$ cat config.mk
export PLATFORM = sky130hd
export DESIGN_NAME = fcf_ram
export DESIGN_NICKNAME = d
export VERILOG_FILES = /design/src/hdl/fir_convolution_filter_top_defines.svh /design/src/hdl/fcf_ram.sv
export SDC_FILE = /design/constraint.sdc
export NUM_CORES = 1
export LEC_CHECK = 0
export CORE_MARGIN = 2
export CORE_UTILIZATION = 38
export CTS_CLUSTER_DIAMETER = 30
export DETAILED_ROUTE_END_ITERATION = 12
export DONT_BUFFER_PORTS = 1
export GPL_TIMING_DRIVEN = 0
export PLACE_DENSITY = 0.58
export RECOVER_POWER = 100
export SLEW_MARGIN = 20
export SYNTH_ARGS = -nofsm -noshare
export SYNTH_HDL_FRONTEND = slang
export SYNTH_SLANG_ARGS = --single-unit
export TNS_END_PERCENT = 1
$ cat constraint.sdc
create_clock -name clk -period 2.98 [get_ports clk]
set_input_delay 0.596 -clock clk [delete_from_list [all_inputs] [get_ports clk]]
set_output_delay 0.596 -clock clk [all_outputs]
set_load 0.1 [all_outputs]
$ cat src/hdl/fir_convolution_filter_top_defines.svh
// Assertion shorthands used by the filter control RTL (fcf_ctrl).
// Each one is clocked on clk and disabled while rst_n is low.
`ifndef FIR_CONVOLUTION_FILTER_TOP_DEFINES_SVH
`define FIR_CONVOLUTION_FILTER_TOP_DEFINES_SVH

// Condition must hold on every clock edge.
`define FCF_ASSERT_ALWAYS(label, cond, msg) \
  label: assert property (@(posedge clk) disable iff (!rst_n) (cond)) else $error(msg);

// Same-cycle implication.
`define FCF_ASSERT_IMPL(label, ante, cons, msg) \
  label: assert property (@(posedge clk) disable iff (!rst_n) (ante) |-> (cons)) \
    else $error(msg);

// Next-cycle implication.
`define FCF_ASSERT_NEXT(label, ante, cons, msg) \
  label: assert property (@(posedge clk) disable iff (!rst_n) (ante) |=> (cons)) \
    else $error(msg);

`endif

$ cat src/hdl/fcf_ram.sv
`default_nettype none

// Simple dual-port RAM with a registered read.
module fcf_ram #(
  parameter int DEPTH  = 32,
  parameter int WIDTH  = 32,
  parameter int ADDR_W = 5
) (
  input  wire logic              clk,
  input  wire logic              we,
  input  wire logic [ADDR_W-1:0] waddr,
  input  wire logic [WIDTH-1:0]  wdata,
  input  wire logic [ADDR_W-1:0] raddr,
  output logic      [WIDTH-1:0]  rdata
);

  logic [WIDTH-1:0] mem [DEPTH];
  logic [WIDTH-1:0] rdata_r;

  always_ff @(posedge clk) begin
    if (we) begin
      mem[waddr] <= wdata;
    end
  end

  always_ff @(posedge clk) begin
    rdata_r <= mem[raddr];
  end

  assign rdata = rdata_r;

endmodule

`default_nettype wire

==> Word level (Yosys, flattened, before mapping) <==
Memories as Yosys holds them, arrays and structs flattened. A register that Yosys moved wholly into a read port is not among the register bits.
Index checks and enable logic that the tools add are counted.
{ "word_totals": {"register_bits": 0, "ram_bits": 1024, "in_bits": 44, "mem_count": 1} }
{ "op_classes": {"muxes": 2} }
{ "memory_table": {"columns": ["memory", "depth", "width", "read_ports", "rd_clocked_by_memory_dff", "write_ports", "line_no", "rtl"], "rows": [
  ["mem", 32, 32, 1, 1, 1, "fcf_ram.sv:17", "logic [WIDTH-1:0] mem [DEPTH];"]
]} }
{ "op_table": {"columns": ["cell", "count"], "rows": [
  ["$mux 1", 2]
]} }

==> Logic depth before layout (Yosys ltp) <==
{ "depth": {"ltp_word": 2, "ltp_mapped": 8} }

==> Least setup slack after synthesis <==
No wires, ideal clock.
{ "synth_timing": {"path_type": "input-to-reg", "from": "input waddr[1]", "to": "memory mem[12][0], enable pin", "arrival_time_ns": 2.609, "path_slack_ns": -0.050, "cell_stages": 3, "n_path_buf": 1, "path_cell_list": "or3b_2 > clkbuf_1 > nor2_1"} }
{ "synth_rtl": {"columns": ["item", "line_no", "rtl"], "rows": [
  ["start: declaration", "fcf_ram.sv:11", "input wire logic [ADDR_W-1:0] waddr,"],
  ["end: declaration", "fcf_ram.sv:17", null]
]} }
Straight into the memory's write port.

==> Final worst setup path <==
{ "layout_timing": {"from": "input we", "to": "memory mem[7][21], enable pin"} }
{ "layout_between": {"elab_chain_len": 2} }
{ "layout_rtl": {"columns": ["item", "line_no", "rtl"], "rows": [
  ["start: declaration", "fcf_ram.sv:10", "input wire logic we,"],
  ["$mux 1", "fcf_ram.sv:21", "if (we) begin"],
  ["$mux 1 (implied by the code)", "fcf_ram.sv:22", "mem[waddr] <= wdata;"]
]} }
Every way passes these cells.

==> summary.md <==
| Metric | Value |
|---|---|
| Max-cap violations | `29` |
| IO Count | `76` |
| DRT antenna net count | `0` |
| CP Max Fanout | `17` |
| Post-Synth Adder-Cell Area | `0%` |
| Reg-to-reg endpoint | `rdata[13]` |
| HP Class | `in2reg` |
| Syn_area_per_cell | `17.9 um2` |
| Register Area | `31400 um2` |
| Switch Pwr | `8.89 mW` |
| Main combinational cell family by area after synthesis | `multiplexers` |
| Starting density of the core | `38.4%` |
| GP Congestion | `0.798` |
| Status | `complete, but fails checks` |
| Row cnt | `119` |
| Met2 routed WL | `51300 um` |
| Failing checks | `capacitance limit, slew limit` |
| Sw Share | `22.2%` |
| Setup TNS | `0 ns` |
| Multi-input gate area | `8410 um2` |
| Vias in the first global route | `22010` |
| Max Used Layer | `met5` |
| Internal | `31.3 mW` |
| Detailed Route WL | `103000 um` |
| Synthesized net count | `2304` |
| NumNets Final | `2557` |
| CTS Sinks | `1056` |
| Gr ovfl total | `0` |
| CTS tree | `done` |
| Synth Warn # | `0` |
| Netlist cell types | `25` |
| CP arrival | `3.03 ns` |
| # Post-CTS Setup Buffers | `0` |
| Area of the core | `105000 um2` |
| Sequential-to-total area share from yosys stat | `77.5%` |
| DRT iter0 DRCs | `2152` |
| Metal1 wirelength | `42800 um` |
| Placed Area | `43300 um2` |
| Critical Path End Type | `register` |
| Beginning of the worst hold path | `waddr[2]` |
| Initial antenna violation count | `1` |
| Comb pwr share | `3.9%` |
| Pin count of the biggest net entering global routing | `33` |
| H-tree depth | `4` |
| Post-Synthesis Cell Area | `40500 um2` |
| Place WS | `0.00757 ns` |
| Simple-Gate Fraction of Synth Area | `3.10%` |
| First-pass GRT wire length | `148000 um` |
| Mux cell area share after synthesis | `12.7%` |
| Number of port buffers | `0` |
| Hold endpoint | `mem[17][5]` |
| Hold Crit Depth | `2` |
| Die Area | `109000 um2` |
| Worst R2R Start | `mem[7][13]` |
| Clock Latency Late Sink | `0.76 ns` |
| Tot GR Track Use | `18.9%` |
| Clk pwr share | `53.6%` |
| Cells after synthesis | `2260` |
| Vias per inst | `5.27` |
| CP Launch Type | `input pin` |
| Peak VDD IR | `0.558 mV` |
| Finished Core Util | `47.0%` |
| Die width | `330 um` |
| RSZ-0062 raised after global routing | `no` |
| Layout filler cell count | `8820` |
| First-pass DRT Iterations | `5` |
| WS Path Type | `in2reg` |
| Pwr/cell area | `810 nW/um2` |
| Yosys reg bits | `1056` |
| Setup Skew | `0.0244 ns` |
| Fin area | `49600 um2` |
| Layout Area Growth over Synthesis | `22.5%` |
| Static leakage | `17.5 nW` |
| Period minus WS final | `2.66 ns` |
| Fmax | `376 MHz` |
| Fin. Hold Viols | `0` |
| Clock transition at path regs | `0.05 ns` |
| Period utilisation layout | `89.2%` |
| Dpl hpwl | `66600 um` |
| Share of layout cells above drive strength 1 | `16.2%` |
| Worst setup margin | `0.321 ns` |
| Setup Viol. Count Final | `0` |
| Post-synthesis xor/xnor area fraction | `0%` |
| Flop pwr share | `42.5%` |
| Clock root cell | `clkbuf_16` |
| Clock buffer depth | `3` |
| Ant diodes | `0` |
| Pins Over Slew Limit | `773` |
| Synth Area in Compound Gates | `4.85%` |
| Required time worst endpoint | `3.35 ns` |
| Slew margin rel. | `-23.5%` |
| Clock buffer count from CTS | `183` |
| R2R depth | `5` |
| Residual DRC count | `0` |
| Chip height | `330 um` |
| Metal3 WL | `6220 um` |
| Slew @ Worst Pin | `1.85 ns` |
| Via count | `21405` |
| FF-to-FF setup slack | `1.10 ns` |
| Wire per inst | `25.4 um` |
==> kinds of logic (layout without fill, tap and decap cells) <==
logic type,after synthesis,after routing
simple gates,277,277
buf+inv,127,534
compound gates,288,288
mux,512,512
flops,1056,1056
==> critical path, cell delays in order <==
cell	delay (ns)
nand3_1	0.54
nor2_2	1.18
clkbuf_2	0.67
==> synth_stat cells, drive strengths merged <==
library cell  count  area share (%)
edfxtp         1024              76
mux2i           512              13
nand2            98            0.91
nand3            98             1.2
a21oi            96             1.2
a22oi            96             1.8
buf              79             1.4
a22o             64             1.4
clkbuf           48            0.46
nor2             34            0.32
a31oi            32            0.49
dfxtp            32             1.6
nor3             32            0.40
nand3b            5           0.093
or3b              3           0.065
nand2b            2           0.031
and2              1           0.015
and2b             1           0.019
nor2b             1           0.015
or2               1           0.015
or3               1           0.015
==> how the worst max path moves through the flow <==
stage	startpoint	endpoint	slack (ns)	depth (start not counted)
CTS	rdata[31]	rdata[31]	0.62	0
global placement	waddr[1]	mem[12][23]	-1.73	3
detailed placement	raddr[0]	rdata[11]	0.008	7
global route	waddr[0]	mem[30][24]	0.28	3
floorplan	waddr[1]	mem[12][0]	-0.05	3
finish	we	mem[7][21]	0.32	3
==> per-layer routing <==
layer,global-route usage (%),vias up
li1,-,9545
met1,23.9,10988
met2,32.1,682
met3,4.16,188
met4,6.49,2
met5,0,-
==> power by group through the flow <==
stage	Sequential [mW]	Combinational (mW)	Clock, mW
2_1_floorplan	17.3	0.853	0
3_3_place_gp	17.3	1.30	0
3_5_place_dp	17.3	1.36	0
4_1_cts	17.0	1.68	21.7
5_1_grt	17.1	1.69	22.5
6_report	17.1	1.58	21.5
==> cell usage in the layout (no fill, tap or decap), drive strengths merged <==
master and n:
edfxtp 1024, mux2i 512, clkbuf 300, buf 101, nand2 98, nand3 98
a22oi 96, a21oi 96, a22o 64, clkinv 63, nor2 34, nor3 32
a31oi 32, dfxtp 32, bufinv 30, clkinvlp 23, inv 15, nand3b 5
or3b 3, nand2b 2, dlymetal6s2s 2, or3 1, and2b 1, nor2b 1
and2 1, or2 1
==> registers in the layout (all words and copies together), names as in the netlist <==
name,flops
rdata,32
mem,1024
==> cell type report <==
type                            count  share of cell area, %
Buffer                            127                   1.51
Tap cell                         1391                   3.51
Timing Repair Buffer               68                   1.62
Multi-Input combinational cell   1077                   17.0
Sequential cell                  1056                   63.3
Clock inverter                    131                   3.43
Clock buffer                      208                   9.66
==> timing repair <==
item | 4_1_cts | 5_1_grt
hold endpoints to repair | 1024 | 0
hold buffers | 32 | 0
gates resized for setup | 0 | 0
endpoints found under the setup margin | 0 | 0
==> per-stage QoR <==
step | instances | total power, mW | hold slack [ns]
final | 4058 | 40.2 | 0.329
after global routing | 4058 | 41.2 | 0.328
after CTS | 4058 | 40.5 | 0.0876
after detailed placement | 3687 | 18.7 | 0.613
after global placement | 3651 | 18.6 | 0.620
after floorplan | 2260 | 18.2 | 0.553
(Power assumes the default switching activity.)
