<file path="config.mk">
export PLATFORM = sky130hd
export DESIGN_NAME = fcf_mac
export DESIGN_NICKNAME = d
export VERILOG_FILES = /design/src/hdl/fir_convolution_filter_top_defines.svh /design/src/hdl/fcf_pkg.sv /design/src/hdl/fcf_mac.sv
export SDC_FILE = /design/constraint.sdc
export NUM_CORES = 2
export LEC_CHECK = 0
export BUFFER_PORTS_ARGS = -buffer_cell sky130_fd_sc_hd__buf_4
export CORE_MARGIN = 3
export CORE_UTILIZATION = 60
export DETAILED_ROUTE_END_ITERATION = 8
export GPL_ROUTABILITY_DRIVEN = 1
export HOLD_SLACK_MARGIN = 0.02
export PLACE_DENSITY = 0.77
export SETUP_SLACK_MARGIN = 0.15
export SLEW_MARGIN = 5
export SYNTH_ARGS = -nofsm -noshare
export SYNTH_HDL_FRONTEND = slang
export SYNTH_SLANG_ARGS = --single-unit
</file>
<file path="constraint.sdc">
create_clock -name clk -period 12.35 [get_ports clk]
set_input_delay 1.8525 -clock clk [delete_from_list [all_inputs] [get_ports clk]]
set_output_delay 1.8525 -clock clk [all_outputs]
set_load 0.005 [all_outputs]
</file>
<file path="src/hdl/fir_convolution_filter_top_defines.svh">
// Assertion shorthands used by the filter control RTL (fcf_ctrl).
// Each one is clocked on clk and disabled while rst_n is low.
`ifndef FIR_CONVOLUTION_FILTER_TOP_DEFINES_SVH
`define FIR_CONVOLUTION_FILTER_TOP_DEFINES_SVH

// Condition must hold on every clock edge.
`define FCF_ASSERT_ALWAYS(label, cond, msg) \
  label: assert property (@(posedge clk) disable iff (!rst_n) (cond)) else $error(msg);

// Same-cycle implication.
`define FCF_ASSERT_IMPL(label, ante, cons, msg) \
  label: assert property (@(posedge clk) disable iff (!rst_n) (ante) |-> (cons)) \
    else $error(msg);

// Next-cycle implication.
`define FCF_ASSERT_NEXT(label, ante, cons, msg) \
  label: assert property (@(posedge clk) disable iff (!rst_n) (ante) |=> (cons)) \
    else $error(msg);

`endif

</file>
<file path="src/hdl/fcf_pkg.sv">
`default_nettype none

package fcf_pkg;

  // Payload and register widths
  localparam int POS_W  = 10;
  localparam int VAL_W  = 32;
  localparam int SMP_W  = VAL_W + 1;  // value plus missing flag
  localparam int TAP_W  = 6;
  localparam int LEN_W  = 11;
  localparam int CFG_IW = 2;
  localparam int CFG_DW = 11;

  // Item opcodes
  localparam logic [1:0] OP_COEF   = 2'd0;
  localparam logic [1:0] OP_SAMPLE = 2'd1;
  localparam logic [1:0] OP_QUERY  = 2'd2;

  // Register indexes
  localparam logic [CFG_IW-1:0] REG_TAPS     = 2'd0;
  localparam logic [CFG_IW-1:0] REG_LEN      = 2'd1;
  localparam logic [CFG_IW-1:0] REG_CENTERED = 2'd2;
  localparam logic [CFG_IW-1:0] REG_CIRCULAR = 2'd3;

  // Per-tap control travelling alongside the memory reads
  typedef struct packed {
    logic vld;
    logic first;
    logic last;
    logic force_miss;
  } mac_ctl_t;

  // Finished sum from the MAC
  typedef struct packed {
    logic                    done;
    logic signed [VAL_W-1:0] value;
    logic                    miss;
  } mac_res_t;

endpackage

`default_nettype wire

</file>
<file path="src/hdl/fcf_mac.sv">
`default_nettype none

// Multiply, round to Q16.16, accumulate, saturate.
// Stage a: memory data lands. Stage b: product. Stage c: accumulate. Stage d: result.
module fcf_mac #(
  parameter int MAX_TAPS = 32
) (
  input  wire logic                               clk,
  input  wire logic                               rst_n,
  input  wire fcf_pkg::mac_ctl_t                  ctl,
  input  wire logic signed [fcf_pkg::VAL_W-1:0]   coef_rdata,
  input  wire logic        [fcf_pkg::SMP_W-1:0]   smp_rdata,
  output fcf_pkg::mac_res_t                       res
);

  localparam int PRD_W = 2 * fcf_pkg::VAL_W;
  localparam int RND_W = PRD_W - 16;
  localparam int ACW   = RND_W + $clog2(MAX_TAPS + 1) + 1;
  localparam logic signed [ACW-1:0] SAT_HI = ACW'(64'sd2147483647);
  localparam logic signed [ACW-1:0] SAT_LO = ACW'(-64'sd2147483648);

  fcf_pkg::mac_ctl_t       ctl_a_r, ctl_b_r;
  logic signed [PRD_W-1:0] prod_r;
  logic                    miss_b_r;
  logic signed [PRD_W-1:0] rnd;
  logic signed [ACW-1:0]   rnd_ext;
  logic signed [ACW-1:0]   acc_r, acc_nxt;
  logic                    miss_acc_r, miss_acc_nxt;
  logic                    fin_r;
  logic                    done_r;
  logic signed [fcf_pkg::VAL_W-1:0] res_val_r;
  logic                    res_miss_r;
  logic signed [fcf_pkg::VAL_W-1:0] sat_val;

  // floor((p + 2^15) / 2^16)
  assign rnd     = (prod_r + PRD_W'(32768)) >>> 16;
  assign rnd_ext = ACW'($signed(rnd[RND_W-1:0]));

  always_comb begin
    acc_nxt      = (ctl_b_r.first ? '0 : acc_r) + rnd_ext;
    miss_acc_nxt = (ctl_b_r.first ? 1'b0 : miss_acc_r) | miss_b_r;
  end

  always_comb begin
    if (acc_r > SAT_HI) begin
      sat_val = 32'sh7fffffff;
    end else if (acc_r < SAT_LO) begin
      sat_val = 32'sh80000000;
    end else begin
      sat_val = acc_r[fcf_pkg::VAL_W-1:0];
    end
  end

  always_ff @(posedge clk) begin
    if (!rst_n) begin
      ctl_a_r <= '0;
      ctl_b_r <= '0;
      fin_r   <= 1'b0;
      done_r  <= 1'b0;
    end else begin
      ctl_a_r <= ctl;
      ctl_b_r <= ctl_a_r;
      fin_r   <= ctl_b_r.vld & ctl_b_r.last;
      done_r  <= fin_r;
    end
  end

  always_ff @(posedge clk) begin
    if (ctl_a_r.vld) begin
      prod_r   <= $signed(coef_rdata) * $signed(smp_rdata[fcf_pkg::VAL_W-1:0]);
      miss_b_r <= smp_rdata[fcf_pkg::SMP_W-1] | ctl_a_r.force_miss;
    end
    if (ctl_b_r.vld) begin
      acc_r      <= acc_nxt;
      miss_acc_r <= miss_acc_nxt;
    end
    if (fin_r) begin
      res_val_r  <= miss_acc_r ? '0 : sat_val;
      res_miss_r <= miss_acc_r;
    end
  end

  assign res.done  = done_r;
  assign res.value = res_val_r;
  assign res.miss  = res_miss_r;

endmodule

`default_nettype wire

</file>
# After elaboration in Yosys (flattened, before gate mapping)
# Cells that the tools add are included.
# op_classes
mux	4
n_addsub	2
bitwise	3
n_mul	1
n_reduce_logical	1
n_lt_le_gt_ge	2
# ops
op	n
64-bit by 17-bit adder with 64-bit output, second input constant	1
32-bit by 32-bit multiplier with 64-bit output	1
55-bit adder	1
55-bit by 32-bit > comparator with 1-bit output, second input constant	1
55-bit by 32-bit less-than comparator with 1-bit output, second input constant	1
55-bit two-way mux	1
32-bit two-way mux	1
31-bit two-way mux	1
1-bit bitwise OR	2
2-bit OR reduction	1
1-bit bitwise AND	1
1-bit two-way mux	1
# word_totals
word_cells	29
output_inout_bits	34
in_bits	71
reg_bits	163

# Depth between registers and ports, before layout
# depth
depth_word	3
ltp_mapped	29

# Worst setup path before layout
# OpenSTA, ideal clock, no wires.
# synth_timing
path_kind	input to register
from	in smp_rdata[2] in the netlist's numbering
to	reg prod_r[55], data pin
stages	26
n_path_buf	2
setup_slack_ns	3.059
required_ns	12.090
t_arrival_ns	9.031
cell_sequence	clkbuf_1 > nand2_1 > inv_1 > fa_1 > inv_1 > fa_1 > inv_1 > fa_1 > fa_1 > fa_1 > fa_1 > fa_1 > inv_1 > fa_1 > inv_1 > ha_1 > clkbuf_1 > nand4_1 > or2_2 > a32oi_1 > a21oi_1 > o311a_1 > o31a_1 > o21ai_0 > a21boi_0 > xnor2_1
# synth_via
elab_chain_len	1
# synth_rtl
element	line	source
start: declaration	fcf_mac.sv:12	input wire logic [fcf_pkg::SMP_W-1:0] smp_rdata,
32-bit by 32-bit multiplier with 64-bit output	fcf_mac.sv:70	prod_r <= $signed(coef_rdata) * $signed(smp_rdata[fcf_pkg::VAL_W-1:0]);
end signal: assignment	fcf_mac.sv:70	
end: declaration	fcf_mac.sv:23	logic signed [PRD_W-1:0] prod_r;
# Every way passes these cells.
# A chain may end at the register's enable or synchronous reset.

# Worst setup path after layout
# layout_timing
from	in smp_rdata[2] in the netlist's numbering
to	reg prod_r[60], data pin
# The elaborated chain is that of the path after synthesis.

==> results.py <==
metrics = {
    "layout": {
        "area_delta_synth_final_pct": 3.91,
        "multi_input_area_sq_um": 35700,
        "layout.nets": 5981,
        "post-route-util_pct": 63.3,
        "n_fill_cell": 6012,
        "drive_gt1_share_pct": 3.47,
        "seq_area_sq_um": 4360,
    },
    "logic_synthesis": {
        "synth-edff-count": 139,
        "synthesis.nets": 6084,
        "yosysTopAreaCellShare_pct": 48.4,
        "yosys-top-cells-count": "fa_1 (1082), inv_1 (1020), nand2_1 (570)",
        "ys.flop_type": "edfxtp_1",
        "ys_ff_latch": 148,
        "syn_area_sq_um": 44700,
        "synth_seq_area_share_pct": 9.74,
        "synth_area_leader_cell": "fa_1",
        "syn_avg_cell_area_sq_um": 9.52,
        "synth_area_leaders": "fa_1 (48%), edfxtp_1 (9.3%), inv_1 (8.6%), and2_1 (7.2%), ha_1 (6.6%)",
        "synth_cell_types": 67,
        "ys.warnings.count": 0,
        "synth_cells": 4696,
        "yosysMostFrequentCell": "fa_1",
        "async_flop_share_pct": 0,
    },
    "worst_hold_path": {
        "worstHoldPathCells": 1,
        "min_from": "ctl_a_r[2]",
        "hold_path_class": "reg -> reg",
        "min_to": "ctl_b_r[2]",
    },
    "clocking": {
        "htreeDepth": 4,
        "numClockSinks": 148,
        "clk_latency_ps": 430,
        "cts_tree": "done",
        "cts_buffers": 17,
        "cts_setup_buffers": 0,
        "cts_resized": 0,
        "cts_hold_buf": 0,
        "clk_pin_slew_ps": 70,
        "ctsLongestPathBuffers": 2,
        "clock-root-buffer": "clkbuf_16",
    },
    "global_route": {
        "grt_pass1_vias": 34600,
        "grtUsageTotal_pct": 29.8,
        "grt_pass1_wl_mm": 182,
        "grt_max_degree": 56,
        "grt_overflow": 0,
        "antenna_found_initial": 4,
    },
    "detailed_routing": {
        "avgViaCountPerCell": 5.70,
        "ant_nets": 0,
        "drc": 0,
        "postRouteWirelength_mm": 110,
        "vias": 31700,
        "drtIter0Drc": 2182,
        "wire_per_inst_um": 19.7,
        "dr.pass1.iters": 5,
    },
    "flow_run": {
        "drv_cap": 0,
    },
    "placed_design": {
        "dp_hpwl_mm": 86.5,
        "portBuffers": 104,
        "place_congestion": 0.917,
    },
    "floorplanning": {
        "die_w_um": 279,
        "coreArea_sq_um": 73500,
        "start_util_pct": 60.9,
        "fp.dieH_um": 279,
        "rows": 99,
        "die-area_sq_um": 77900,
        "io_pins": 105,
    },
    "worst_setup_path": {
        "rrSetupSlack_ps": 7120,
        "reg2reg_from": "prod_r[24]",
        "required_ps": 12560,
        "cp-end-kind": "flip-flop",
        "r2r_cells": 18,
        "critPathLaunchType": "input port",
        "critPathMaxFanout": 32,
        "regToRegEndpoint": "acc_r[54]",
        "critical_path_class": "in -> reg",
        "arrival_ps": 10060,
    },
    "sta": {
        "finalHoldViolCount": 0,
        "finalCritPeriodShare_pct": 79.8,
        "finClkSkew_ps": 13.2,
        "min_period_ps": 9850,
        "finalSetupViolCount": 0,
        "fmax_mhz": 102,
        "fin_tns_setup_ps": 0,
        "rsz0062_at_grt": "false",
        "max-slew-margin-rel_pct": 18.2,
        "worst_pin_slew_ps": 1230,
        "slew_viol_final": 0,
    },
    "run_status": {
        "status": "finished, final reports clean",
    },
}
==> per-stage QoR <==
step	setup WS, ps	cell area [sq um]	hold WS (ps)	std cells
after floorplan	3060	44700	412	4696
after global routing	2040	46500	468	5565
final	2500	46500	455	5567
after global placement	2320	45900	425	5533
after CTS	2560	46500	460	5565
after detailed placement	2130	45900	422	5533
==> metal layers <==
layer,track usage (%),vias up,share of wire (%),wire (um)
li1,-,13800,-,-
met1,40.0,16300,41,44600
met2,49.9,1357,48,52700
met3,5.09,289,8.0,8800
met4,9.60,0,3.5,3870
met5,0,-,0,0
==> registers in the layout (all words and copies together), names as in the netlist <==
signal	flops
ctl_b_r	3
miss_b_r	1
prod_r	49
res_val_r	32
miss_acc_r	1
acc_r	55
ctl_a_r	4
done_r	1
res_miss_r	1
fin_r	1
==> how the worst max path moves through the flow <==
| stage | depth (start not counted) | slack (ps) | end | from |
|---|---|---|---|---|
| after floorplan | 26 | 3060 | prod_r[55] | smp_rdata[2] |
| after global placement | 27 | 2320 | prod_r[60] | smp_rdata[2] |
| after detailed placement | 27 | 2130 | prod_r[60] | smp_rdata[2] |
| after CTS | 27 | 2560 | prod_r[60] | smp_rdata[2] |
| after global routing | 27 | 2040 | prod_r[60] | smp_rdata[2] |
| final | 27 | 2500 | prod_r[60] | smp_rdata[2] |
==> cell type report <==
cell class	count	area share, %
inverter	1020	8.24
timing repair buffer	111	1.79
sequential	148	9.38
antenna	2	0.0108
clock buffer	17	0.915
clock inverter	15	0.307
multi-input combinational	3295	76.8
tap	959	2.58
==> cell families (layout without fill, tap and decap cells) <==
logic type,Yosys count,in the layout,share of synthesized area [%]
AND/OR/NAND/NOR,1441,1441,16.2
adder cells (fa/ha/maj),1317,1317,55.0
buffers and inverters,1253,1163,10.5
AO/OA/AOI/OAI,378,378,5.40
XOR/XNOR,157,157,3.07
flip-flops,148,148,9.74
multiplexers,2,2,0.0476
other,0,2,0
==> critical path: stages <==
cell	delay, ps
buf_4	360
nand2_1	150
inv_1	150
fa_1	430
inv_1	120
fa_1	430
inv_1	130
fa_1	720
fa_1	1050
inv_1	390
fa_1	590
inv_1	70
fa_1	540
inv_1	50
fa_1	470
inv_1	50
fa_1	440
ha_1	400
a21o_1	140
a21o_1	100
a21oi_1	60
and2_1	180
a21oi_1	200
nand3_1	120
a31oi_1	330
nor2_1	160
o311ai_0	340
==> cells in the final DEF, fill, tap and decap left out, types with 20 or more instances in the layout <==
cell type  instances
xor2_1            51
fa_1            1082
nand2_1          570
xnor2_1          106
a21oi_1          140
nor2_1           118
inv_1           1020
buf_4            111
o21ai_0           54
and3_1            24
nand2b_1          20
edfxtp_1         139
nand4_1           33
and2_1           512
ha_1             235
nor2b_1           63
nand3_1           56
a21o_1            57
Power is left out: the tool's default activity adds up to more than one toggle a clock period on the data nets, which glitch-free logic cannot reach.
