$ cat config.mk
export PLATFORM = sky130hd
export DESIGN_NAME = fcf_ctrl_flat
export DESIGN_NICKNAME = d
export VERILOG_FILES = /design/src/hdl/fcf_pkg.sv /design/src/hdl/fcf_if.sv /design/src/hdl/fcf_ctrl.sv /design/src/flat_wrapper.sv
export VERILOG_INCLUDE_DIRS = /design/src /design/src/hdl
export SDC_FILE = /design/constraint.sdc
export NUM_CORES = 1
export LEC_CHECK = 0
export ABC_CLOCK_PERIOD_IN_PS = 5040
export BUFFER_PORTS_ARGS = -buffer_cell sky130_fd_sc_hd__buf_2
export CAP_MARGIN = 20
export CORE_UTILIZATION = 27
export CTS_CLUSTER_DIAMETER = 80
export DETAILED_ROUTE_END_ITERATION = 8
export GPL_ROUTABILITY_DRIVEN = 0
export GPL_TIMING_DRIVEN = 1
export MAX_ROUTING_LAYER = met4
export SETUP_SLACK_MARGIN = 0.2
export SLEW_MARGIN = 20
export SYNTH_ARGS = -nofsm -noshare
export SYNTH_HDL_FRONTEND = slang
export SYNTH_SLANG_ARGS = --single-unit
$ cat constraint.sdc
create_clock -name clk -period 5.04 [get_ports clk]
set_input_delay 1.008 -clock clk [delete_from_list [all_inputs] [get_ports clk]]
set_output_delay 1.008 -clock clk [all_outputs]
set_load 0.02 [all_outputs]
$ cat src/hdl/fir_convolution_filter_top_defines.svh
// Assertion shorthands used by the filter control RTL (fcf_ctrl).
// Each one is clocked on clk and disabled while rst_n is low.
`ifndef FIR_CONVOLUTION_FILTER_TOP_DEFINES_SVH
`define FIR_CONVOLUTION_FILTER_TOP_DEFINES_SVH

// Condition must hold on every clock edge.
`define FCF_ASSERT_ALWAYS(label, cond, msg) \
  label: assert property (@(posedge clk) disable iff (!rst_n) (cond)) else $error(msg);

// Same-cycle implication.
`define FCF_ASSERT_IMPL(label, ante, cons, msg) \
  label: assert property (@(posedge clk) disable iff (!rst_n) (ante) |-> (cons)) \
    else $error(msg);

// Next-cycle implication.
`define FCF_ASSERT_NEXT(label, ante, cons, msg) \
  label: assert property (@(posedge clk) disable iff (!rst_n) (ante) |=> (cons)) \
    else $error(msg);

`endif

$ cat src/hdl/fcf_pkg.sv
`default_nettype none

package fcf_pkg;

  // Payload and register widths
  localparam int POS_W  = 10;
  localparam int VAL_W  = 32;
  localparam int SMP_W  = VAL_W + 1;  // value plus missing flag
  localparam int TAP_W  = 6;
  localparam int LEN_W  = 11;
  localparam int CFG_IW = 2;
  localparam int CFG_DW = 11;

  // Item opcodes
  localparam logic [1:0] OP_COEF   = 2'd0;
  localparam logic [1:0] OP_SAMPLE = 2'd1;
  localparam logic [1:0] OP_QUERY  = 2'd2;

  // Register indexes
  localparam logic [CFG_IW-1:0] REG_TAPS     = 2'd0;
  localparam logic [CFG_IW-1:0] REG_LEN      = 2'd1;
  localparam logic [CFG_IW-1:0] REG_CENTERED = 2'd2;
  localparam logic [CFG_IW-1:0] REG_CIRCULAR = 2'd3;

  // Per-tap control travelling alongside the memory reads
  typedef struct packed {
    logic vld;
    logic first;
    logic last;
    logic force_miss;
  } mac_ctl_t;

  // Finished sum from the MAC
  typedef struct packed {
    logic                    done;
    logic signed [VAL_W-1:0] value;
    logic                    miss;
  } mac_res_t;

endpackage

`default_nettype wire

$ cat src/hdl/fcf_if.sv
`default_nettype none

interface fcf_in_if;
  logic                            valid;
  logic                            ready;
  logic [1:0]                      op;
  logic [fcf_pkg::POS_W-1:0]       position;
  logic signed [fcf_pkg::VAL_W-1:0] value;
  logic                            is_missing;

  modport source (output valid, op, position, value, is_missing, input ready);
  modport sink   (input valid, op, position, value, is_missing, output ready);
endinterface

interface fcf_out_if;
  logic                             valid;
  logic                             ready;
  logic [fcf_pkg::POS_W-1:0]        out_position;
  logic signed [fcf_pkg::VAL_W-1:0] filtered_value;
  logic                             out_missing;

  modport source (output valid, out_position, filtered_value, out_missing, input ready);
  modport sink   (input valid, out_position, filtered_value, out_missing, output ready);
endinterface

`default_nettype wire

$ cat src/hdl/fcf_ctrl.sv
`default_nettype none
`include "fir_convolution_filter_top_defines.svh"

// Item intake, config registers, tap sequencer and result register.
module fcf_ctrl #(
  parameter int MAX_LEN  = 1024,
  parameter int MAX_TAPS = 32,
  parameter int SAW      = 10,
  parameter int CAW      = 5
) (
  input  wire logic                          clk,
  input  wire logic                          rst_n,
  fcf_in_if.sink                             in_ch,
  fcf_out_if.source                          out_ch,
  input  wire logic                          cfg_we,
  input  wire logic [fcf_pkg::CFG_IW-1:0]    cfg_index,
  input  wire logic [fcf_pkg::CFG_DW-1:0]    cfg_data,
  output logic                               coef_we,
  output logic [CAW-1:0]                     coef_waddr,
  output logic [fcf_pkg::VAL_W-1:0]          coef_wdata,
  output logic [CAW-1:0]                     coef_raddr,
  output logic                               smp_we,
  output logic [SAW-1:0]                     smp_waddr,
  output logic [fcf_pkg::SMP_W-1:0]          smp_wdata,
  output logic [SAW-1:0]                     smp_raddr,
  output fcf_pkg::mac_ctl_t                  mac_ctl,
  input  wire fcf_pkg::mac_res_t             mac_res
);

  localparam int NFW = $clog2(MAX_TAPS + 1);
  localparam int NNW = $clog2(MAX_LEN + 1);
  localparam int KW  = $clog2(MAX_LEN + MAX_TAPS + 1024);

  typedef enum logic [4:0] {
    ST_IDLE  = 5'b00001,
    ST_WRAP  = 5'b00010,
    ST_RUN   = 5'b00100,
    ST_DRAIN = 5'b01000,
    ST_FIN   = 5'b10000
  } state_t;

  state_t state_r, state_nxt;

  logic [fcf_pkg::TAP_W-1:0] taps_r;
  logic [fcf_pkg::LEN_W-1:0] len_r;
  logic                      centered_r, circular_r;

  logic [fcf_pkg::POS_W-1:0] pos_r, pos_nxt;
  logic [NNW-1:0]            nn_r, nn_nxt;
  logic [CAW-1:0]            last_j_r, last_j_nxt;
  logic [CAW-1:0]            j_r, j_nxt;
  logic [KW-1:0]             k_r, k_nxt;
  logic                      force_r, force_nxt;

  logic                      out_valid_r, out_valid_nxt;
  logic [fcf_pkg::POS_W-1:0] out_pos_r;
  logic signed [fcf_pkg::VAL_W-1:0] out_val_r;
  logic                      out_miss_r;
  logic                      out_load;

  logic           in_acc;
  logic [NFW-1:0] nf;
  logic [NNW-1:0] nn;
  logic [NFW-1:0] shift;
  logic [KW-1:0]  base;
  logic           early_miss;

  assign in_acc = in_ch.valid && in_ch.ready;
  assign in_ch.ready = (state_r == ST_IDLE);

  // clamp registers to their legal ranges
  always_comb begin
    if (taps_r == '0) begin
      nf = NFW'(1);
    end else if (32'(taps_r) > 32'(MAX_TAPS)) begin
      nf = NFW'(MAX_TAPS);
    end else begin
      nf = NFW'(taps_r);
    end
    if (len_r == '0) begin
      nn = NNW'(1);
    end else if (32'(len_r) > 32'(MAX_LEN)) begin
      nn = NNW'(MAX_LEN);
    end else begin
      nn = NNW'(len_r);
    end
  end

  assign shift = centered_r ? (nf >> 1) : '0;
  assign base  = KW'(in_ch.position) + KW'(shift);

  // query beyond series, or a linear window that runs off either end
  assign early_miss = (KW'(in_ch.position) >= KW'(nn)) ||
                      (!circular_r && ((base < (KW'(nf) - KW'(1))) || (base >= KW'(nn))));

  // store writes go straight to the RAMs
  assign coef_we    = in_acc && (in_ch.op == fcf_pkg::OP_COEF) &&
                      (32'(in_ch.position) < 32'(MAX_TAPS));
  assign coef_waddr = CAW'(in_ch.position);
  assign coef_wdata = in_ch.value;
  assign smp_we     = in_acc && (in_ch.op == fcf_pkg::OP_SAMPLE) &&
                      (32'(in_ch.position) < 32'(MAX_LEN));
  assign smp_waddr  = SAW'(in_ch.position);
  assign smp_wdata  = {in_ch.is_missing, in_ch.value};

  assign coef_raddr = j_r;
  assign smp_raddr  = k_r[SAW-1:0];

  assign mac_ctl.vld        = (state_r == ST_RUN);
  assign mac_ctl.first      = (j_r == '0);
  assign mac_ctl.last       = (j_r == last_j_r);
  assign mac_ctl.force_miss = force_r;

  assign out_load = (state_r == ST_FIN) && (!out_valid_r || out_ch.ready);

  always_comb begin
    state_nxt  = state_r;
    pos_nxt    = pos_r;
    nn_nxt     = nn_r;
    last_j_nxt = last_j_r;
    j_nxt      = j_r;
    k_nxt      = k_r;
    force_nxt  = force_r;
    case (state_r)
      ST_IDLE: begin
        if (in_acc && (in_ch.op == fcf_pkg::OP_QUERY)) begin
          pos_nxt    = in_ch.position;
          nn_nxt     = nn;
          j_nxt      = '0;
          force_nxt  = early_miss;
          last_j_nxt = early_miss ? '0 : CAW'(nf - NFW'(1));
          k_nxt      = early_miss ? '0 : base;
          state_nxt  = early_miss ? ST_RUN : ST_WRAP;
        end
      end
      ST_WRAP: begin
        // bring the first sample index into 0..nn-1
        if (k_r >= KW'(nn_r)) begin
          k_nxt = k_r - KW'(nn_r);
        end else begin
          state_nxt = ST_RUN;
        end
      end
      ST_RUN: begin
        j_nxt = j_r + CAW'(1);
        k_nxt = (k_r == '0) ? (KW'(nn_r) - KW'(1)) : (k_r - KW'(1));
        if (j_r == last_j_r) begin
          state_nxt = ST_DRAIN;
        end
      end
      ST_DRAIN: begin
        if (mac_res.done) begin
          state_nxt = ST_FIN;
        end
      end
      ST_FIN: begin
        if (out_load) begin
          state_nxt = ST_IDLE;
        end
      end
      default: begin
        state_nxt = ST_IDLE;
      end
    endcase
  end

  always_comb begin
    if (out_load) begin
      out_valid_nxt = 1'b1;
    end else if (out_ch.ready) begin
      out_valid_nxt = 1'b0;
    end else begin
      out_valid_nxt = out_valid_r;
    end
  end

  always_ff @(posedge clk) begin
    if (!rst_n) begin
      state_r     <= ST_IDLE;
      out_valid_r <= 1'b0;
      taps_r      <= fcf_pkg::TAP_W'(1);
      len_r       <= fcf_pkg::LEN_W'(1);
      centered_r  <= 1'b0;
      circular_r  <= 1'b0;
    end else begin
      state_r     <= state_nxt;
      out_valid_r <= out_valid_nxt;
      if (cfg_we) begin
        case (cfg_index)
          fcf_pkg::REG_TAPS:     taps_r     <= cfg_data[fcf_pkg::TAP_W-1:0];
          fcf_pkg::REG_LEN:      len_r      <= cfg_data[fcf_pkg::LEN_W-1:0];
          fcf_pkg::REG_CENTERED: centered_r <= cfg_data[0];
          fcf_pkg::REG_CIRCULAR: circular_r <= cfg_data[0];
          default: ;
        endcase
      end
    end
  end

  always_ff @(posedge clk) begin
    pos_r    <= pos_nxt;
    nn_r     <= nn_nxt;
    last_j_r <= last_j_nxt;
    j_r      <= j_nxt;
    k_r      <= k_nxt;
    force_r  <= force_nxt;
    if (out_load) begin
      out_pos_r  <= pos_r;
      out_val_r  <= mac_res.value;
      out_miss_r <= mac_res.miss;
    end
  end

  assign out_ch.valid          = out_valid_r;
  assign out_ch.out_position   = out_pos_r;
  assign out_ch.filtered_value = out_val_r;
  assign out_ch.out_missing    = out_miss_r;

  `FCF_ASSERT_IMPL(a_run_addr_in_series, (state_r == ST_RUN) && !force_r, k_r < KW'(nn_r), "sample read outside series")
  `FCF_ASSERT_IMPL(a_done_only_in_drain, mac_res.done, state_r == ST_DRAIN, "MAC result outside drain")
  `FCF_ASSERT_NEXT(a_query_starts, in_acc && (in_ch.op == fcf_pkg::OP_QUERY), state_r != ST_IDLE, "query not started")
  `FCF_ASSERT_ALWAYS(a_tap_bound, (state_r != ST_RUN) || (j_r <= last_j_r), "tap index past last")

endmodule

`default_nettype wire

$ cat src/flat_wrapper.sv
// flat-port wrapper written by rule: the top's interface ports become plain ports
module fcf_ctrl_flat 
#(
  parameter int MAX_LEN  = 1024,
  parameter int MAX_TAPS = 32,
  parameter int SAW      = 10,
  parameter int CAW      = 5
)
  (clk, rst_n, cfg_we, cfg_index, cfg_data, coef_we, coef_waddr, coef_wdata, coef_raddr, smp_we, smp_waddr, smp_wdata, smp_raddr, mac_ctl, mac_res, in_ch_valid, in_ch_op, in_ch_position, in_ch_value, in_ch_is_missing, in_ch_ready, out_ch_valid, out_ch_out_position, out_ch_filtered_value, out_ch_out_missing, out_ch_ready);
  fcf_in_if in_ch_i ();
  fcf_out_if out_ch_i ();
  input  wire logic clk;
  input  wire logic rst_n;
  input  wire logic cfg_we;
  input  wire logic [fcf_pkg::CFG_IW-1:0] cfg_index;
  input  wire logic [fcf_pkg::CFG_DW-1:0] cfg_data;
  output logic coef_we;
  output logic [CAW-1:0] coef_waddr;
  output logic [fcf_pkg::VAL_W-1:0] coef_wdata;
  output logic [CAW-1:0] coef_raddr;
  output logic smp_we;
  output logic [SAW-1:0] smp_waddr;
  output logic [fcf_pkg::SMP_W-1:0] smp_wdata;
  output logic [SAW-1:0] smp_raddr;
  output fcf_pkg::mac_ctl_t mac_ctl;
  input  wire fcf_pkg::mac_res_t mac_res;
  input wire logic [$bits(in_ch_i.valid)-1:0] in_ch_valid;
  input wire logic [$bits(in_ch_i.op)-1:0] in_ch_op;
  input wire logic [$bits(in_ch_i.position)-1:0] in_ch_position;
  input wire logic [$bits(in_ch_i.value)-1:0] in_ch_value;
  input wire logic [$bits(in_ch_i.is_missing)-1:0] in_ch_is_missing;
  output wire logic [$bits(in_ch_i.ready)-1:0] in_ch_ready;
  output wire logic [$bits(out_ch_i.valid)-1:0] out_ch_valid;
  output wire logic [$bits(out_ch_i.out_position)-1:0] out_ch_out_position;
  output wire logic [$bits(out_ch_i.filtered_value)-1:0] out_ch_filtered_value;
  output wire logic [$bits(out_ch_i.out_missing)-1:0] out_ch_out_missing;
  input wire logic [$bits(out_ch_i.ready)-1:0] out_ch_ready;
  assign in_ch_i.valid = in_ch_valid;
  assign in_ch_i.op = in_ch_op;
  assign in_ch_i.position = in_ch_position;
  assign in_ch_i.value = in_ch_value;
  assign in_ch_i.is_missing = in_ch_is_missing;
  assign in_ch_ready = in_ch_i.ready;
  assign out_ch_valid = out_ch_i.valid;
  assign out_ch_out_position = out_ch_i.out_position;
  assign out_ch_filtered_value = out_ch_i.filtered_value;
  assign out_ch_out_missing = out_ch_i.out_missing;
  assign out_ch_i.ready = out_ch_ready;
  fcf_ctrl #(.MAX_LEN(MAX_LEN), .MAX_TAPS(MAX_TAPS), .SAW(SAW), .CAW(CAW)) u_core (.clk(clk), .rst_n(rst_n), .in_ch(in_ch_i), .out_ch(out_ch_i), .cfg_we(cfg_we), .cfg_index(cfg_index), .cfg_data(cfg_data), .coef_we(coef_we), .coef_waddr(coef_waddr), .coef_wdata(coef_wdata), .coef_raddr(coef_raddr), .smp_we(smp_we), .smp_waddr(smp_waddr), .smp_wdata(smp_wdata), .smp_raddr(smp_raddr), .mac_ctl(mac_ctl), .mac_res(mac_res));
endmodule
; Word-level counts from Yosys, hierarchy flattened
; Cells that the tools add are included.
[word_totals]
reg_bits = 112
input_bits = 97
out_inout_bits = 146
wordCells = 96
[classes]
addsub = 7
order_cmp = 7
n_eq_ne = 17
n_mux = 21
reduce_logical = 29
[ops]
columns = op, count
row1 = 12-bit 2-to-1 mux, 4
row2 = 12-bit one-hot mux with 3 select lines, 1
row3 = 5-bit 2-to-1 mux, 7
row4 = 5-bit one-hot mux with 5 select lines, 1
row5 = 12-bit by 11-bit >= comparator with 1-bit output, 2
row6 = 11-bit 2-to-1 mux, 2
row7 = 12-bit logical NOT, 1
row8 = 12-bit less-than comparator, 1
row9 = 6-bit 2-to-1 mux, 2
row10 = 2-bit AND reduction, 6
row11 = 11-bit by 1-bit subtractor with 12-bit output (second input constant), 1
row12 = 12-bit by 1-bit subtractor with 12-bit output (second input constant), 1
row13 = 12-bit by 11-bit subtractor with 12-bit output, 1
row14 = 10-bit by 6-bit adder with 11-bit output, 1
row15 = 10-bit by 11-bit >= comparator with 1-bit output, 1
row16 = 11-bit > comparator (second input constant), 1
row17 = 11-bit logical NOT, 1
row18 = 10-bit by 6-bit less-than comparator with 1-bit output (second input constant), 1
row19 = 5-bit one-hot mux with 2 select lines, 1
row20 = 2-bit != test (second input constant), 4
row21 = 1-bit logical AND, 7
row22 = 6-bit by 1-bit subtractor with 7-bit output (second input constant), 1
row23 = 2-bit equality test (second input constant), 3
row24 = 6-bit > comparator (second input constant), 1
row25 = 21 further kinds, 29

; Depth between registers and ports, before layout
[depth]
word_depth = 12
mapped_depth = 18
ltp_nobuf = 17

; Worst setup path before layout
; Ideal clock, no wire load.
[synth_timing]
path_kind = in2reg
from = input in_ch_position[1]
to = register u_core.k_r[2], data pin
t_arrival_ps = 3611
required_ps = 4780
setup_slack_ps = 1169
stages = 15
path_buffers = 1
cell_sequence = ha_1 a21o_1 a21oi_1 o21bai_1 a21oi_1 xnor2_1 ha_1 a21o_1 a21oi_1 o221ai_1 a221o_1 and3_4 inv_6 buf_12 o21ai_2
[synth_between]
elab_chain_len = 8
[synth_lines]
columns = element, line_no
row1 = "start, declared", flat_wrapper.sv:29  ; input wire logic [$bits(in_ch_i.position)-1:0] in_ch_position;
row2 = 10-bit by 6-bit adder with 11-bit output, fcf_ctrl.sv:90  ; assign base = KW'(in_ch.position) + KW'(shift);
row3 = 12-bit less-than comparator or 12-bit by 11-bit >= comparator with 1-bit output (tied branches), fcf_ctrl.sv:94  ; (!circular_r && ((base < (KW'(nf) - KW'(1))) || (base >= KW'(nn))));
row4 = 1-bit logical OR, fcf_ctrl.sv:94
row5 = 1-bit logical AND, fcf_ctrl.sv:94
row6 = 1-bit logical OR (*), fcf_ctrl.sv:93  ; assign early_miss = (KW'(in_ch.position) >= KW'(nn)) ||
row7 = named net u_core.early_miss, fcf_ctrl.sv:66  ; logic early_miss;
row8 = 12-bit 2-to-1 mux (*), fcf_ctrl.sv:132  ; k_nxt = early_miss ? '0 : base;
row9 = 12-bit 2-to-1 mux (*), fcf_ctrl.sv:126  ; if (in_acc && (in_ch.op == fcf_pkg::OP_QUERY)) begin
row10 = 12-bit one-hot mux with 3 select lines (*), fcf_ctrl.sv:124  ; case (state_r)
row11 = named net u_core.k_nxt[2], fcf_ctrl.sv:52  ; logic [KW-1:0] k_r, k_nxt;
row12 = "end signal, assigned", fcf_ctrl.sv:205  ; k_r <= k_nxt;
row13 = "end, declared", fcf_ctrl.sv:52
; Mark *: on every way through the listed nets, which the timed path passes. The rest lies on a longest branch. The select of a mux whose other input is x is not followed.
; A chain may end at the register's enable or synchronous reset.

; Worst setup path after layout
[layout_timing]
from = input in_ch_position[1]
to = register u_core.k_r[1], data pin
[layout_between]
elab_chain_len = 8
[layout_lines]
columns = element, line_no
row1 = 10-bit by 6-bit adder with 11-bit output, fcf_ctrl.sv:90
row2 = 12-bit less-than comparator or 12-bit by 11-bit >= comparator with 1-bit output (tied branches), fcf_ctrl.sv:94
row3 = 1-bit logical OR, fcf_ctrl.sv:94
row4 = 1-bit logical AND, fcf_ctrl.sv:94
row5 = 1-bit logical OR, fcf_ctrl.sv:93
row6 = 12-bit 2-to-1 mux (*), fcf_ctrl.sv:132
row7 = 12-bit 2-to-1 mux (*), fcf_ctrl.sv:126
row8 = 12-bit one-hot mux with 3 select lines (*), fcf_ctrl.sv:124
row9 = named net u_core.k_nxt[1], fcf_ctrl.sv:52
; Marks and branches as above.

==> metrics.cfg <==
[setup_path]
r2r_slack_ns=1.10
critPathArrivalTime_ns=4.10
required_ns=5.14
critPathCaptureType=flop
cp-endpoint=u_core.k_r[1]
crit_chain=buf_2, ha_1, a21o_1, a21oi_1, o21bai_1, a21oi_1, xnor2_1, ha_1, a21o_1, a21oi_1, o221ai_1, a221o_1, and3_4, inv_6, o221ai_1
cpMostUsedCell=a21oi_1
worstRegToRegCells=16
crit_type=in -> reg
crit_buf_inv=2
cp_top_family=compound AO/OA/AOI/OAI gates
r2r-start=u_core.taps_r[5]
cp_slowest_stage_delay_ns=0.36
cp_slowest_cell=a221o_1
worst-path-stages=15
timing.rr.end=u_core.k_r[1]
cp-startpoint=in_ch_position[1]
crit_fanout=16
critPathLaunchType=input pin

[clock_network]
clk_latency_ns=0.37
clk_path_buf_depth=2
cts.clk_slew.worst_paths_ns=0.10
numCtsBuffers=9
hold_buffers=0
cts-htree-levels=3
cts_tree=yes
cts-root-buf=clkbuf_16
cts_setup_buffers=0
cts-resized-gates=0
clock_sinks=112

[floorplan]
start_util_pct=27.7
die-area_sq_mm=0.0267
core_sq_mm=0.0254
ios=243
rows=58
die_h_um=163
fp.dieW_um=163

[sta]
period_needed_ns=4.00
finClkSkew_ns=0.0189
worst_pin_slew_ns=0.749
post-route-period-util_pct=79.3
hold_viol_final=0
timing.slew.headroom_pct=49.9
tns_ns=0
fin_ws_ns=1.04
slew_violations=0
fmax_ghz=0.250
rsz0062_at_grt=no
setup_viol=0

[route]
ant_nets=0
dr.first_iter.drc_count=270
num_vias=4946
totalWireLength_mm=17.2
dr.pass1.iters=4
viasPerCell=4.65
wire_per_inst_um=16.2
drc=0

[power_and_ir_drop]
p_per_area_mw_per_mm2=391
power_leakage_nw=3.18
peakVddDrop_uv=179

[logic_synthesis]
synth_fp_nets=820
async_reset_ff_share_pct=0
synth_top_area_share_pct=37.2
synth_area_sq_mm=0.00703
ys_warn_count=0
yosysTopAreaCell=edfxtp_1
ys.flop_type=edfxtp_1
yosysSeqAreaShare_pct=44.3
synthTopCellsByArea=edfxtp_1 (37%), buf_4 (9.9%), ha_1 (8.5%)
synth.distinct_cells=78
synth-seq-cells=112
syn_inst=673
avgSynthCellArea_sq_um=10.4
synth_edf_count=87

[global_routing]
grt_antenna_before_repair=0
grt_util_met2_pct=21.2
grt_max_degree=44
met1_usage_pct=17.7
top_usage_layer=met2
met3_usage_pct=3.07
grt_pass1_wl_mm=27.1
grt_usage_pct=13.7
grt_pass1_vias=4796
grt_overflow=0

[placement]
place_ws_ns=0.664
io_buffers=144
hpwl_mm=13.8

[finish]
antennaDiodeCount=0
area_growth_pct=10.7
fill_cells=2636
final_common_cell=buf_2
drive_gt1_share_pct=26.3
layout_common_cells=buf_2 (144), edfxtp_1 (87), nand2_1 (64)
nets=876

[run]
maxCapViolations=0

[outcome]
status=complete, no violations

[hold_path]
hold_path_class=reg -> reg

==> worst reg2reg max path: cells and delay by family, from the launching register on <==
| kind | cells | cell delay (ns) |
|---|---|---|
| adders and majority gates | 2 | 0.60 |
| AOI/OAI and AO/OA | 9 | 1.75 |
| DFF | 1 | 0.45 |
| buffers and inverters | 1 | 0.14 |
| and+or+nand+nor | 3 | 0.53 |
| xor gates and xnor gates | 1 | 0.22 |
==> per-layer routing <==
metal  up-vias  part of all wire [%]
met5         -                     0
met4         0                   1.8
met3        26                   4.8
met2       104                    47
met1      2363                    46
li1       2453                     -
==> worst min path at each step <==
stage / start / end / slack [ns] / cells past startpoint
3_5_place_dp: u_core.pos_r[1] / u_core.out_ch.out_position[1] / 0.40 / 0
4_1_cts: u_core.pos_r[1] / u_core.out_ch.out_position[1] / 0.41 / 0
6_report: u_core.pos_r[1] / u_core.out_ch.out_position[1] / 0.40 / 0
3_3_place_gp: u_core.pos_r[4] / u_core.out_ch.out_position[4] / 0.40 / 0
2_1_floorplan: u_core.pos_r[0] / u_core.out_ch.out_position[0] / 0.40 / 0
5_1_grt: u_core.pos_r[2] / u_core.out_ch.out_position[2] / 0.42 / 0
==> per-stage QoR <==
stage	instances	area [sq um]	utilization (%)	hold WS (ns)	power, mW
3_3_place_gp	1047	7430	29.3	0.400	2.29
3_5_place_dp	1047	7430	29.3	0.405	2.31
5_1_grt	1064	7780	30.6	0.416	3.24
2_1_floorplan	673	7030	-	0.400	2.12
6_report	1064	7780	30.6	0.404	3.05
4_1_cts	1063	7760	30.5	0.408	3.07
==> kinds of logic (layout without fill, tap and decap cells) <==
logic type / Yosys count / count (layout) / share of synthesized area [%]
AOI/OAI and AO/OA: 134 / 134 / 13.8
xor gates and xnor gates: 32 / 32 / 4.09
buffers and inverters: 142 / 203 / 13.0
adders and majority gates: 51 / 51 / 9.27
DFF: 112 / 112 / 44.3
and+or+nand+nor: 192 / 192 / 14.3
muxes: 9 / 9 / 1.28
other: 1 / 1 / 0.0533
==> where the power goes <==
part / internal, mW / switching (mW) / leakage [nW] / total (mW)
logic: 0.407 / 0.634 / 2.02 / 1.04
clock network: 0.367 / 0.386 / 0.156 / 0.753
registers: 1.12 / 0.134 / 1.00 / 1.25
==> layout make-up <==
cell class	count	area (sq um)	share of cell area, %
inverter	39	151	1.95
sequential	112	3110	40.0
tap	330	413	5.30
multi-input combinational	419	3010	38.7
clock buffer	9	225	2.89
clock inverter	7	96.3	1.24
timing repair buffer	148	771	9.90
==> state kept, by name, summed over array words and instances (netlist names) <==
name / count
u_core.force_r: 1
u_core.out_ch.out_missing: 1
u_core.last_j_r: 5
u_core.circular_r: 1
u_core.state_r: 5
u_core.len_r: 11
u_core.centered_r: 1
u_core.coef_raddr: 5
u_core.out_ch.out_position: 10
u_core.taps_r: 6
u_core.out_ch.filtered_value: 32
u_core.pos_r: 10
u_core.nn_r: 11
u_core.k_r: 12
u_core.out_ch.valid: 1
==> cells in the mapped netlist (9+ instances only) <==
master,instances
a21o_1,9
xor2_1,16
a21oi_1,34
buf_4,93
nor2_1,33
nand2_1,64
mux2i_1,9
a21boi_0,12
nand3_1,13
ha_1,48
xnor2_1,15
nor2b_1,15
inv_1,37
o21ai_0,14
dfxtp_1,25
edfxtp_1,87
nor3_1,9
No activity file was read; power rests on OpenSTA's default activity.
